`config.mk`:
```
export PLATFORM = sky130hd
export DESIGN_NAME = mips_ctrl
export DESIGN_NICKNAME = d
export VERILOG_FILES = /design/src/rtl/mips_pkg.sv /design/src/rtl/mips_ctrl.sv
export SDC_FILE = /design/constraint.sdc
export NUM_CORES = 1
export LEC_CHECK = 0
export BUFFER_PORTS_ARGS = -buffer_cell sky130_fd_sc_hd__buf_4
export CAP_MARGIN = 20
export CORE_AREA = 5 5 42 44
export CTS_CLUSTER_SIZE = 40
export DETAILED_ROUTE_END_ITERATION = 10
export DIE_AREA = 0 0 47 49
export PLACE_DENSITY = 0.66
export SYNTH_ARGS = -nofsm -noshare
export SYNTH_HDL_FRONTEND = slang
export SYNTH_SLANG_ARGS = --single-unit
export TNS_END_PERCENT = 30
```
`constraint.sdc`:
```
create_clock -name clk -period 1.5 [get_ports clk]
set_input_delay 0.3 -clock clk [delete_from_list [all_inputs] [get_ports clk]]
set_output_delay 0.3 -clock clk [all_outputs]
set_load 0.01 [all_outputs]
```
`src/rtl/mips_pkg.sv`:
```
package mips_pkg;

	localparam logic [1:0] ACT_MEM_WRITE = 2'd0;
	localparam logic [1:0] ACT_EXECUTE   = 2'd1;
	localparam logic [1:0] ACT_MEM_READ  = 2'd2;
	localparam logic [1:0] ACT_REG_READ  = 2'd3;

	localparam logic [5:0] OP_SPECIAL = 6'h00;
	localparam logic [5:0] OP_J       = 6'h02;
	localparam logic [5:0] OP_JAL     = 6'h03;
	localparam logic [5:0] OP_BEQ     = 6'h04;
	localparam logic [5:0] OP_BNE     = 6'h05;
	localparam logic [5:0] OP_BLEZ    = 6'h06;
	localparam logic [5:0] OP_BGTZ    = 6'h07;
	localparam logic [5:0] OP_ADDI    = 6'h08;
	localparam logic [5:0] OP_ADDIU   = 6'h09;
	localparam logic [5:0] OP_SLTI    = 6'h0A;
	localparam logic [5:0] OP_SLTIU   = 6'h0B;
	localparam logic [5:0] OP_ANDI    = 6'h0C;
	localparam logic [5:0] OP_ORI     = 6'h0D;
	localparam logic [5:0] OP_XORI    = 6'h0E;
	localparam logic [5:0] OP_LB      = 6'h20;
	localparam logic [5:0] OP_LH      = 6'h21;
	localparam logic [5:0] OP_LW      = 6'h23;
	localparam logic [5:0] OP_LBU     = 6'h24;
	localparam logic [5:0] OP_LHU     = 6'h25;
	localparam logic [5:0] OP_SB      = 6'h28;
	localparam logic [5:0] OP_SH      = 6'h29;
	localparam logic [5:0] OP_SW      = 6'h2B;

	localparam logic [5:0] FN_SLL     = 6'h00;
	localparam logic [5:0] FN_SRL     = 6'h02;
	localparam logic [5:0] FN_SRA     = 6'h03;
	localparam logic [5:0] FN_JR      = 6'h08;
	localparam logic [5:0] FN_SYSCALL = 6'h0C;
	localparam logic [5:0] FN_MFHI    = 6'h10;
	localparam logic [5:0] FN_MFLO    = 6'h12;
	localparam logic [5:0] FN_MULT    = 6'h18;
	localparam logic [5:0] FN_DIV     = 6'h1A;
	localparam logic [5:0] FN_ADD     = 6'h20;
	localparam logic [5:0] FN_SUB     = 6'h22;
	localparam logic [5:0] FN_AND     = 6'h24;
	localparam logic [5:0] FN_OR      = 6'h25;
	localparam logic [5:0] FN_XOR     = 6'h26;
	localparam logic [5:0] FN_NOR     = 6'h27;
	localparam logic [5:0] FN_SLT     = 6'h2A;

	localparam logic [5:0] SEL_PC = 6'd32;
	localparam logic [5:0] SEL_HI = 6'd33;
	localparam logic [5:0] SEL_LO = 6'd34;

	localparam logic [31:0] SYS_PRINT_INT = 32'd1;
	localparam logic [31:0] SYS_EXIT      = 32'd10;

	// controller to datapath
	typedef struct packed {
		logic load_in;     // capture input word
		logic mem_req;     // drive memory port from input word
		logic fetch;       // read instruction at pc
		logic decode;      // latch instruction, read rs/rt
		logic execute;     // compute, start mem access
		logic div_start;
		logic div_step;
		logic retire;      // commit results
		logic reg_read;    // form register readback
		logic mem_read;    // take memory readback
	} ctl_t;

	// datapath to controller
	typedef struct packed {
		logic is_div;
		logic div_done;
		logic halted;
	} sts_t;

endpackage

```
`src/rtl/mips_ctrl.sv`:
```
module mips_ctrl (
	input  logic            clk,
	input  logic            arst_n,
	input  logic            in_valid,
	output logic            in_ready,
	input  logic [1:0]      in_action,
	output logic            out_valid,
	input  logic            out_ready,
	input  mips_pkg::sts_t  sts,
	output mips_pkg::ctl_t  ctl
);
	localparam logic [3:0] ST_IDLE   = 4'd0;
	localparam logic [3:0] ST_MEMOP  = 4'd1;
	localparam logic [3:0] ST_MEMRD  = 4'd2;
	localparam logic [3:0] ST_FETCH  = 4'd3;
	localparam logic [3:0] ST_DECODE = 4'd4;
	localparam logic [3:0] ST_EXEC   = 4'd5;
	localparam logic [3:0] ST_DIV    = 4'd6;
	localparam logic [3:0] ST_WB     = 4'd7;
	localparam logic [3:0] ST_REGRD  = 4'd8;
	localparam logic [3:0] ST_OUT    = 4'd9;

	logic [3:0] state_q;
	logic [3:0] state_d;
	logic       out_valid_q;
	logic       out_valid_d;
	logic       take;
	logic       slot_free;

	assign slot_free = !out_valid_q || out_ready;
	// result word must leave before the next word is taken
	assign in_ready  = (state_q == ST_IDLE) && !out_valid_q;
	assign take      = in_valid && in_ready;
	assign out_valid = out_valid_q;

	always_comb begin
		state_d     = state_q;
		out_valid_d = out_valid_q && !out_ready;
		ctl         = '0;
		unique case (state_q)
			ST_IDLE: begin
				if (take) begin
					ctl.load_in = 1'b1;
					unique case (in_action)
						mips_pkg::ACT_MEM_WRITE: state_d = ST_MEMOP;
						mips_pkg::ACT_MEM_READ:  state_d = ST_MEMOP;
						mips_pkg::ACT_EXECUTE:   state_d = ST_FETCH;
						default:                 state_d = ST_REGRD;
					endcase
				end
			end
			ST_MEMOP: begin
				ctl.mem_req = 1'b1;
				state_d     = ST_MEMRD;
			end
			ST_MEMRD: begin
				ctl.mem_read = 1'b1;
				state_d      = ST_OUT;
			end
			ST_FETCH: begin
				if (sts.halted) begin
					state_d = ST_OUT;
				end else begin
					ctl.fetch = 1'b1;
					state_d   = ST_DECODE;
				end
			end
			ST_DECODE: begin
				ctl.decode = 1'b1;
				state_d    = ST_EXEC;
			end
			ST_EXEC: begin
				ctl.execute = 1'b1;
				if (sts.is_div) begin
					ctl.div_start = 1'b1;
					state_d       = ST_DIV;
				end else begin
					state_d = ST_WB;
				end
			end
			ST_DIV: begin
				ctl.div_step = 1'b1;
				if (sts.div_done) begin
					state_d = ST_WB;
				end
			end
			ST_WB: begin
				ctl.retire = 1'b1;
				state_d    = ST_OUT;
			end
			ST_REGRD: begin
				ctl.reg_read = 1'b1;
				state_d      = ST_OUT;
			end
			ST_OUT: begin
				if (slot_free) begin
					out_valid_d = 1'b1;
					state_d     = ST_IDLE;
				end
			end
			default: state_d = ST_IDLE;
		endcase
	end

	always_ff @(posedge clk or negedge arst_n) begin
		if (!arst_n) begin
			state_q     <= ST_IDLE;
			out_valid_q <= 1'b0;
		end else begin
			state_q     <= state_d;
			out_valid_q <= out_valid_d;
		end
	end
endmodule

```
# --- After elaboration in Yosys (flattened, before gate mapping) ---
# Index checks and enable logic that the tools add are counted.
totals:
  reg_bits: 5
  out_inout_bits: 12
op_classes:
  n_mux: 21
  eq_ne: 14
  reduce_logical: 11
ops:
  columns: ["op", "n"]
  rows:
  - ["$pmux 4 s8", 1]
  - ["$eq 4x3->1 const B", 4]
  - ["$mux 4", 4]
  - ["$mux 1", 14]
  - ["$eq 4x2->1 const B", 2]
  - ["$eq 4x4->1 const B", 2]
  - ["$pmux 4 s2", 1]
  - ["$ne 2x2->1 const B", 3]
  - ["$eq 4x1->1 const B", 1]
  - ["$logic_not 4->1", 1]
  - ["$logic_and 1x1->1", 3]
  - ["$reduce_and 3->1", 1]
  - ["$reduce_or 3->1", 1]
  - ["$eq 2x1->1 const B", 1]
  - ["$eq 2x2->1 const B", 1]
  - ["$logic_not 1->1", 2]
  - ["$logic_not 2->1", 1]
  - ["$mux 2", 1]
  - ["$reduce_or 2->1", 1]
  - ["$logic_or 1x1->1", 1]

# --- Depth between registers and ports, before layout ---
depth:
  depth_word: 5
  depth_mapped: 5
  depth_no_buf: 4

# --- Worst setup path before layout ---
# OpenSTA, ideal clock, no wires.
synth_timing:
  kind: "reg-to-output"
  startpoint: "reg state_q[1]"
  endpoint: "out ctl[9] (netlist bit)"
  t_arrival_ns: 1.229
  stages_incl_launch_ff: 4
  setup_slack_ns: -0.029
  required_ns: 1.200
  path_cell_list: "dfrtp_1 buf_6 or4_4 nor2b_1"
synth_lines:
  columns: ["element", "line_no", "source"]
  rows:
  - ["start: declaration", "mips_ctrl.sv:23", "logic [3:0] state_q;"]
  - ["start signal: assignment", "mips_ctrl.sv:110", "state_q <= state_d;"]
  - ["end: declaration", "mips_ctrl.sv:10", "output mips_pkg::ctl_t ctl"]

==> summary.md <==
| Metric | Value |
|---|---|
| Logic gate share of total power | `between 70 and 80%` |
| Max Root-Sink Buffers | `2` |
| Startpoint types | `flop` |
| Total Wirelength | `roughly 1.3 mm` |
| Final Cycle Share | `119%` |
| Most frequent cells in the layout | `31 x buf_4, 8 x nor2_1, 4 x inv_1` |
| CTS Sinks | `5` |
| Commonest non-fill, non-tap cell in the layout | `buf_4` |
| Inserted Clock Buffers | `3` |
| Int Pwr | `~900 uW` |
| Worst-path maximum fanout | `5` |
| Flop pwr share | `17.8%` |
| Final Max Slew Viols | `0` |
| DP Area | `662 sq um` |
| Via/cell ratio | `4.96` |
| Async set or reset register ratio after synthesis | `100%` |
| # fillers | `approximately 140` |
| Min-delay worst type | `in2reg` |
| First-pass GRT wire length | `2.39 mm` |
| Final Cell Area | `788 sq um` |
| RSZ-0062 raised after global routing | `yes` |
| GRT Overall Usage | `14.1%` |
| Die Span X | `47 um` |
| Io pins | `21` |
| CTS tree | `built` |
| Initial Utilization | `between 30% and 40%` |
| Post-synthesis sequential area ratio | `between 20% and 30%` |
| Post-synth cell types | `25` |
| DRT Pass-1 Iters | `4` |
| Final Util | `a little under three fifths` |
| Static Leak | `0.384 nW` |
| CP arrival | `1.48 ns` |
| Clock share of power | `9.8%` |
| Largest net degree at the start of global routing | `10` |
| CTS clock-pin slew for the worst setup and hold paths | `0.05 ns` |
| Synth Register Bits | `5` |
| Setup Viol. Count Final | `11` |
| Vias in the first global route | `555` |
| Worst-skew pair later-pin latency | `0.24 ns` |
| PD cells | `between 1500 and 2000 nW/um^2` |
| Share of post-route cells with drive strength above 1 | `between 50% and 60%` |
| GR Overflow Total | `0` |
| Drc violations | `0` |
| Final Worst Setup Slack | `-0.279 ns` |
| Failing checks | `setup timing` |
| Fin Clk Skew | `0.00588 ns` |
| Max Cap Violations | `0` |
| Mapped Nets | `65` |
| Area grow syn2layout | `79.0%` |
| Ant diodes | `0` |
| Clock Tree Root | `clkbuf_4` |
| Site row count | `14` |
| Status | `finished with violations` |
| Critical Path End Type | `output port` |
| Switching share of total power | `42.2%` |
| Number of enable flip-flop cells after synthesis | `0` |
| Max Freq | `approximately 560 MHz` |
| Fin. Hold Viols | `0` |
| CP Class | `reg2out` |
| Nets | `100` |
| CP required | `1.20 ns` |
| Max IR drop VDD | `1.18 mV` |
| HPWL Detailed | `981 um` |
| Worst-margin pin slew | `about 0.36 ns` |
| Core footprint | `around 1400 sq um` |
| Htree depth | `1` |
| Final min period | `around 1.8 ns` |
| GP Congestion | `~0.83` |
| Initial antenna violation count | `0` |
| IO buf count | `20` |
| Avg Cell Area, Syn | `about 7.9 sq um` |
| Mapped cell area | `~440 sq um` |
| Post-synthesis instance total | `56` |
| Top_reg_cell synth | `dfrtp_1` |
| Die ar. | `roughly 2300 sq um` |
| Headroom to the max-slew limit | `75.5%` |
| Initial drt markers | `4` |
| DIE HEIGHT | `roughly 49 um` |
| Via count | `~530` |
| Switch Pwr | `660 uW` |
| Antenna viol nets, final | `0` |
| WL/cell | `12.5 um` |
| Synth Warn # | `0` |
metrics by stage:
stage	power [mW]	setup WS [ns]	TNS, ns	hold WS (ns)	instances
2_1_floorplan	0.807	-0.0120	-0.0120	0.00441	56
3_3_place_gp	1.16	-0.00355	-0.00355	0.102	98
3_5_place_dp	1.19	-0.0505	-0.156	0.103	98
4_1_cts	1.51	-0.275	-1.42	0.263	106
5_1_grt	1.70	-0.342	-2.31	0.274	106
6_report	1.56	-0.279	-1.36	0.265	106
metal layers:
| layer | global-route usage (%) | part of all wire (%) | wire [um] | vias up |
|---|---|---|---|---|
| met1 | 16.0 | 37 | 484 | 241 |
| met5 | 0 | 0 | 0 | - |
| met3 | 2.58 | 6.7 | 88 | 2 |
| met4 | 6.91 | 0.61 | 8 | 0 |
| li1 | - | - | - | 267 |
| met2 | 23.8 | 56 | 740 | 16 |
power groups by stage:
stage / clock, mW / sequential, mW / combinational [mW]
5_1_grt: 0.175 / 0.291 / 1.24
4_1_cts: 0.159 / 0.272 / 1.08
3_3_place_gp: 0 / 0.268 / 0.893
3_5_place_dp: 0 / 0.275 / 0.911
2_1_floorplan: 0 / 0.241 / 0.566
6_report: 0.153 / 0.279 / 1.13
Yosys cell counts, drive strengths merged, types with 2 or more instances:
master	n	area, sq um
nor2	10	37.5
dfrtp	5	125
buf	4	26.3
inv	4	15.0
o21ai	4	23.8
nand2	3	11.3
nand2b	3	18.8
nor3	3	15.0
nor2b	2	12.5
nor3b	2	15.0
nor4	2	12.5
o22ai	2	12.5
o311ai	2	32.5
or4	2	18.8
or4b	2	20.0
final cells by class:
class	count	area, sq um	share of cell area, %
Clock buffer	4	26.3	3.33
Inverter	4	15.0	1.90
Multi-Input combinational cell	43	330	41.9
Sequential cell	5	128	16.2
Tap cell	16	20.0	2.54
Timing Repair Buffer	34	269	34.1
what timing repair did:
| item | CTS | global route |
|---|---|---|
| buffers inserted | 3 | 0 |
| pin swaps | 1 | 0 |
| resized for setup | 10 | 4 |
| endpoints found under the hold margin | 5 | 0 |
| setup endpoints to repair | 12 | 13 |
| hold buffers | 1 | 0 |
final timing paths:
path                       startpoint         end  slack, ns  cells past startpoint
setup / recovery           state_q[0]      ctl[9]      -0.28                      3
hold reg to reg            state_q[3]  state_q[2]       0.63                      2
min in group asynchronous      arst_n  state_q[0]       0.39                      2
setup reg to reg           state_q[1]  state_q[0]       0.01                      4
hold / removal              out_ready   out_valid       0.26                      2
max in group asynchronous      arst_n  state_q[3]       0.99                      2
sequential cells by signal (all words and copies together), names as in the netlist:
signal / count
state_q: 4
out_valid: 1
worst max-delay path, stage by stage, from the launching register on:
cell and delay [ns]:
dfrtp_1 0.41, or4_4 0.58, nor2b_2 0.13, buf_4 0.12
kinds of logic (layout without fill, tap and decap cells):
group,count (synthesis),in the layout,share of synthesized area [%]
AND/OR/NAND/NOR,31,31,39.5
AO/OA/AOI/OAI,11,11,20.5
buffers and inverters,8,42,9.37
flip-flops,5,5,28.4
multiplexers,1,1,2.27
(Power assumes the default switching activity.)
